[src/hdl/dwr_pkg.sv]
`default_nettype none
// ----------------------------------------------------------------------------
// dwr_pkg: shared types and ring arithmetic for the reversible deque
// Holds the ring size, the derived widths, the operation codes and the
// modulo helper that moves a ring position in either orientation.
// ----------------------------------------------------------------------------
package dwr_pkg;

  // Ring size and derived widths.
  localparam int unsigned DEPTH   = 16;
  localparam int unsigned IDX_W   = (DEPTH > 1) ? $clog2(DEPTH) : 1;
  localparam int unsigned CNT_W   = $clog2(DEPTH + 1);
  localparam int unsigned SUM_W   = CNT_W + 1;
  localparam int unsigned KIND_W  = 2;
  localparam int unsigned VALUE_W = 32;
  localparam int unsigned COUNT_W = 5;

  typedef logic [IDX_W-1:0] idx_t;
  typedef logic [CNT_W-1:0] cnt_t;

  // Operation codes carried in the kind field.
  typedef enum logic [KIND_W-1:0] {
    KIND_PUSH_HEAD = 2'd0,
    KIND_PUSH_TAIL = 2'd1,
    KIND_POP_HEAD  = 2'd2,
    KIND_REVERSE   = 2'd3
  } kind_t;

  // Position k steps after a in the given orientation, with k below DEPTH.
  // The sum stays below twice the ring size, so one conditional subtract
  // brings it back into range.
  function automatic idx_t ring_step(idx_t a, cnt_t k, logic backwards);
    logic [SUM_W-1:0] s;
    if (backwards) begin
      s = SUM_W'(a) + SUM_W'(DEPTH) - SUM_W'(k);
    end else begin
      s = SUM_W'(a) + SUM_W'(k);
    end
    if (s >= SUM_W'(DEPTH)) begin
      s = s - SUM_W'(DEPTH);
    end
    return s[IDX_W-1:0];
  endfunction

endpackage
`default_nettype wire

[src/hdl/deque_with_reverse.sv]
`default_nettype none
// ----------------------------------------------------------------------------
// deque_with_reverse: bounded double-ended queue with constant-time reversal
// Signed 32-bit values in a ring held in one synchronous memory.
// ----------------------------------------------------------------------------
// Usage:
//   The input channel (in_valid, in_ready, kind, value) carries one operation
//   per beat: insert at head, insert at tail, remove from head, or reverse.
//   The output channel (out_valid, out_ready, ok, removed_value, count)
//   returns exactly one result beat per operation, in order.
//   A result appears in the cycle after its operation is accepted.
//   Throughput is one operation per cycle while the receiver takes each
//   result, set by the at most one memory access (a write or a read) per operation.
//   A remove reads the slot at the accept edge; the registered memory output
//   then forms removed_value, so no forwarding is needed between a write and
//   a later read of the same slot.
//   Reversing a non-empty queue flips the orientation flag and moves the
//   head pointer to the old tail; no slot is touched.
//   Reset empties the queue and clears the orientation; slot contents stay
//   undefined, which is harmless as only written slots are ever removed.
//   While the receiver stalls with a result pending, in_ready is low and the
//   result is held unchanged.
// ----------------------------------------------------------------------------
module deque_with_reverse (
  input  wire logic                               clk,
  input  wire logic                               rst,
  input  wire logic                               in_valid,
  output logic                                    in_ready,
  input  wire logic [dwr_pkg::KIND_W-1:0]         kind,
  input  wire logic signed [dwr_pkg::VALUE_W-1:0] value,
  output logic                                    out_valid,
  input  wire logic                               out_ready,
  output logic                                    ok,
  output logic signed [dwr_pkg::VALUE_W-1:0]      removed_value,
  output logic [dwr_pkg::COUNT_W-1:0]             count
);
  import dwr_pkg::*;

  // Ring storage and pointers.
  logic [VALUE_W-1:0] slots [DEPTH];
  logic [VALUE_W-1:0] rd_data;
  idx_t               front;
  idx_t               front_next;
  cnt_t               occupancy;
  cnt_t               occupancy_next;
  logic               reversed;
  logic               reversed_next;

  // Per-operation decode.
  kind_t              op;
  logic               accept;
  logic               full;
  logic               empty;
  logic               op_ok;
  logic               wr_en;
  idx_t               wr_addr;
  logic               rd_en;
  logic               popped;

  assign op       = kind_t'(kind);
  assign in_ready = !out_valid || out_ready;
  assign accept   = in_valid && in_ready;
  assign full     = (occupancy == CNT_W'(DEPTH));
  assign empty    = (occupancy == '0);

  // Work out the pointer update and the memory access for this operation.
  always_comb begin
    front_next     = front;
    occupancy_next = occupancy;
    reversed_next  = reversed;
    op_ok          = 1'b0;
    wr_en          = 1'b0;
    wr_addr        = front;
    rd_en          = 1'b0;
    unique case (op)
      KIND_PUSH_HEAD: begin
        if (!full) begin
          front_next     = ring_step(front, CNT_W'(1), !reversed);
          wr_addr        = front_next;
          wr_en          = 1'b1;
          occupancy_next = occupancy + CNT_W'(1);
          op_ok          = 1'b1;
        end
      end
      KIND_PUSH_TAIL: begin
        if (!full) begin
          wr_addr        = ring_step(front, occupancy, reversed);
          wr_en          = 1'b1;
          occupancy_next = occupancy + CNT_W'(1);
          op_ok          = 1'b1;
        end
      end
      KIND_POP_HEAD: begin
        if (!empty) begin
          rd_en          = 1'b1;
          front_next     = ring_step(front, CNT_W'(1), reversed);
          occupancy_next = occupancy - CNT_W'(1);
          op_ok          = 1'b1;
        end
      end
      KIND_REVERSE: begin
        op_ok = 1'b1;
        if (!empty) begin
          front_next    = ring_step(front, occupancy - CNT_W'(1), reversed);
          reversed_next = !reversed;
        end
      end
      default: begin
        op_ok = 1'b0;
      end
    endcase
  end

  // Control state and the result handshake.
  always_ff @(posedge clk) begin
    if (rst) begin
      front     <= '0;
      occupancy <= '0;
      reversed  <= 1'b0;
      out_valid <= 1'b0;
    end else begin
      if (accept) begin
        front     <= front_next;
        occupancy <= occupancy_next;
        reversed  <= reversed_next;
        out_valid <= 1'b1;
      end else if (out_ready) begin
        out_valid <= 1'b0;
      end
    end
  end

  // Result payload, loaded with each accepted beat.
  always_ff @(posedge clk) begin
    if (accept) begin
      ok     <= op_ok;
      popped <= rd_en;
      count  <= COUNT_W'(occupancy_next);
    end
  end

  // Slot memory: at most one write or one registered read per accepted beat.
  always_ff @(posedge clk) begin
    if (accept && wr_en) begin
      slots[wr_addr] <= value;
    end
    if (accept && rd_en) begin
      rd_data <= slots[front];
    end
  end

  assign removed_value = popped ? rd_data : '0;

`ifndef SYNTHESIS
  // The element count never passes the ring size.
  a_occ_bound: assert property (@(posedge clk) disable iff (rst)
    occupancy <= CNT_W'(DEPTH))
    else $error("occupancy exceeds ring size");

  // A pending result that is not taken blocks new operations.
  a_stall_blocks: assert property (@(posedge clk) disable iff (rst)
    out_valid && !out_ready |-> !in_ready)
    else $error("input taken while result stalled");

  // A remove from an empty queue fails and leaves the count alone.
  a_pop_empty: assert property (@(posedge clk) disable iff (rst)
    accept && op == KIND_POP_HEAD && empty |=> !ok && removed_value == '0
      && $stable(occupancy))
    else $error("remove from empty queue misreported");

  // An insert into a full queue fails and the queue stays full.
  a_push_full: assert property (@(posedge clk) disable iff (rst)
    accept && (op == KIND_PUSH_HEAD || op == KIND_PUSH_TAIL) && full
      |=> !ok && full)
    else $error("insert into full queue misreported");

  // Reversal always succeeds and keeps the count.
  a_reverse: assert property (@(posedge clk) disable iff (rst)
    accept && op == KIND_REVERSE |=> ok && $stable(occupancy))
    else $error("reverse misreported");
`endif

endmodule
`default_nettype wire
[config.mk]
export PLATFORM = sky130hd
export DESIGN_NAME = deque_with_reverse
export DESIGN_NICKNAME = d
export VERILOG_FILES = /design/src/hdl/dwr_pkg.sv /design/src/hdl/deque_with_reverse.sv
export SDC_FILE = /design/constraint.sdc
export NUM_CORES = 1
export LEC_CHECK = 0
export ABC_CLOCK_PERIOD_IN_PS = 13700
export BUFFER_PORTS_ARGS = -buffer_cell sky130_fd_sc_hd__buf_2
export CAP_MARGIN = 20
export CORE_MARGIN = 2
export CORE_UTILIZATION = 45
export DETAILED_ROUTE_END_ITERATION = 8
export GPL_TIMING_DRIVEN = 0
export PLACE_DENSITY = 0.68
export REMOVE_ABC_BUFFERS = 1
export SYNTH_ARGS = -nofsm -noshare
export SYNTH_HDL_FRONTEND = slang
export SYNTH_SLANG_ARGS = --single-unit
[constraint.sdc]
create_clock -name clk -period 13.7 [get_ports clk]
set_input_delay 0 -clock clk [delete_from_list [all_inputs] [get_ports clk]]
set_output_delay 0 -clock clk [all_outputs]
set_load 0.03 [all_outputs]
==> results.json <==
{
  "area_delta_synth_final_pct": 19.18,
  "crit_type": "flop to flop",
  "final_antenna_net_count": 0,
  "diodes": 0,
  "critPathLaunchType": "flop",
  "finalClockSkew_ns": 0.02559,
  "r2r-end": "slots[2][24]",
  "worstHoldPathType": "primary input to flop",
  "synth_area_um2": 22360,
  "ios": 78,
  "htreeDepth": 2,
  "grt_max_degree": 57,
  "tritoncts": "done",
  "yosysWarnings": 0,
  "syn_inst": 1021,
  "vias": 11190,
  "min_path_cells": 4,
  "hpwl_mm": 30.27,
  "start_util": 0.4569,
  "end_kind": "flop",
  "min_to": "front[3]",
  "reg2reg_from": "front[1]",
  "rows": 81,
  "wl_mm": 49.61,
  "cts_sinks": 562,
  "synth_edf_count": 551,
  "yosysUniqueCellTypes": 65,
  "ff2ff_path_depth": 11,
  "crit_path_max_incr_delay_ns": 0.81,
  "cp_cell_sequence": "buf_16 -> inv_1 -> fa_1 -> or2_0 -> and4b_1 -> o31ai_1 -> nand4_1 -> nor3_2 -> buf_6 -> buf_6 -> buf_8",
  "ys_ff_latch": 562,
  "instances_no_fill": 1910,
  "ctsRootBufferMaster": "clkbuf_16",
  "avgSynthCellArea_um2": 21.90,
  "place.port_buffers": 77,
  "leakage_uw": 0.008480,
  "dpl_worst_slack_ns": 8.962,
  "worstHoldStart": "kind[0]",
  "relSlewSlack": 0.3035,
  "final_hold_viol_count": 0,
  "startpoint": "front[1]",
  "fin_util": 0.5445,
  "reg2reg_slack_ns": 8.96,
  "final_layout_size_suffix_gt1_frac": 0.3339,
  "die_w_um": 226.9,
  "gr-total-overflow": 0,
  "irDropWorstVdd_mv": 0.09518,
  "worst_ep_arrival_time_ns": 5.04,
  "outcome": "finished, final reports clean",
  "required_ns": 14.00,
  "powerDensity_nw_per_um2": 140.7,
  "cp_slowest_cell": "dfxtp_4",
  "wire_per_inst_um": 25.97,
  "synth_top_flop_cell": "edfxtp_1",
  "cts.path.max_buffers": 3,
  "post-route-drc-count": 0,
  "dieArea_um2": 51500,
  "drt_iter0_markers": 1204,
  "fin_ws_ns": 8.960,
  "antenna_found_initial": 1,
  "cts_made_buffers": 56,
  "num-nets-final": 1261,
  "grt_pass1_wl_mm": 73.31,
  "finalMaxSlewViolations": 0,
  "seq_area_frac_synth": 0.7497,
  "clk_pin_slew_worst_paths_ns": 0.06,
  "place_congestion": 0.8300,
  "timing.final.crit_share": 0.3460,
  "post-cts-setup-buffer-count": 0,
  "synthArstFlopShare": 0,
  "place_inst": 1771,
  "crit_path_frequent_cell": "buf_6",
  "fp.coreArea_um2": 48950,
  "tightest_slew_ns": 1.042,
  "cap_violations": 0,
  "die_h_um": 226.9,
  "rsz0062_at_grt": "false",
  "setup_viol": 0,
  "clk_latency_ns": 0.61,
  "tns_ns": 0,
  "fin_crit_ns": 4.740,
  "grt_use_total": 0.1970,
  "fmax_ghz": 0.2110,
  "via_per_inst": 5.860,
  "grt_pass1_vias": 11270,
  "critPathMaxFanout": 56,
  "drtPass1Iterations": 5
}
-- layout by cell type (no fill, tap or decap), types with 15 or more instances in the layout --
cell and n:
edfxtp_1 551, mux4_2 160, buf_2 77, clkbuf_16 57, dlygate4sd3_1 37, buf_6 34, and2_1 33, buf_16 22
ha_1 17, clkinv_2 17, inv_1 16, nor2_1 15
-- worst max path at each step --
| stage | endpoint | slack (ns) | cells after the start |
|---|---|---|---|
| final | slots[2][24] | 8.96 | 11 |
| after global routing | slots[2][11] | 8.67 | 11 |
| after CTS | slots[2][11] | 8.93 | 11 |
| after detailed placement | slots[2][11] | 8.96 | 11 |
| after global placement | slots[1][28] | -3.29 | 7 |
| after floorplan | slots[4][0] | 3.34 | 7 |
-- power breakdown --
part | leakage [uW] | total [uW] | switching [uW] | internal, uW
clock | 0.000862 | 1460 | 630 | 832
combinational | 0.00256 | 334 | 174 | 160
sequential | 0.00506 | 1950 | 30.0 | 1920
total | 0.00848 | 3750 | 834 | 2910
-- timing repair --
action | in CTS | in global routing
endpoints found under the hold margin | 524 | 0
hold buffers | 37 | 0
gates resized for setup | 0 | 0
-- state kept, by name (all words and copies together) (netlist names) --
name       cells
ok             1
slots        512
popped         1
occupancy      5
reversed       1
front          4
out_valid      1
rd_data       32
count          5
-- critical path: cells and delay by family (launching register included) --
| kind | cells | cell delay [ns] |
|---|---|---|
| flops | 1 | 0.81 |
| buf+inv | 5 | 1.18 |
| fa+ha+maj | 1 | 0.44 |
| simple gates | 4 | 1.51 |
| compound gates | 1 | 0.45 |
-- routing by layer --
| metal | share of wire | global-route usage |
|---|---|---|
| met4 | 0.025 | 0.06220 |
| met5 | 0.00026 | 0 |
| met3 | 0.069 | 0.03343 |
| met1 | 0.43 | 0.2859 |
| met2 | 0.48 | 0.3091 |
-- synth_stat cells (6+ instances only) --
cell,count,area (um2)
buf_4,10,75.07
nor2_1,15,56.30
nand2_1,8,30.03
and2_1,33,206.5
nand2b_1,6,37.54
buf_1,6,22.52
mux4_2,160,3603
dfxtp_1,11,220.2
xnor2_1,8,70.07
inv_1,16,60.06
ha_1,17,212.7
a21oi_1,18,90.09
nor3_1,22,110.1
buf_2,13,65.06
clkbuf_1,20,75.07
edfxtp_1,551,16550
o21ai_0,10,50.05
-- kinds of logic after synthesis --
logic type | count (synthesis) | synth area share
adder cells (fa/ha/maj) | 21 | 0.01309
flip-flops | 562 | 0.7497
AND/OR/NAND/NOR | 114 | 0.02904
multiplexers | 164 | 0.1629
buffers and inverters | 71 | 0.01600
XOR/XNOR | 10 | 0.003917
AO/OA/AOI/OAI | 79 | 0.02535
-- metrics by stage --
stage | cell area [um2] | hold WS, ns | power, uW
floorplan | 22070 | 0.06907 | 2212
global placement | 23290 | 0.2635 | 2330
detailed placement | 24540 | 0.2543 | 2316
CTS | 26650 | 0.001019 | 3778
global route | 26650 | 0.06471 | 3864
finish | 26650 | 0.05754 | 3749
-- layout make-up --
class	instances	area [um2]
clock buffers	63	1449
clock inverters	39	294.0
fillers	3654	22300
inverters	17	63.81
multi-input cells	388	5388
flip-flops and latches	562	16780
well taps	664	830.8
repair buffers	177	1847
Note: power is estimated with default switching activity, not from simulation.
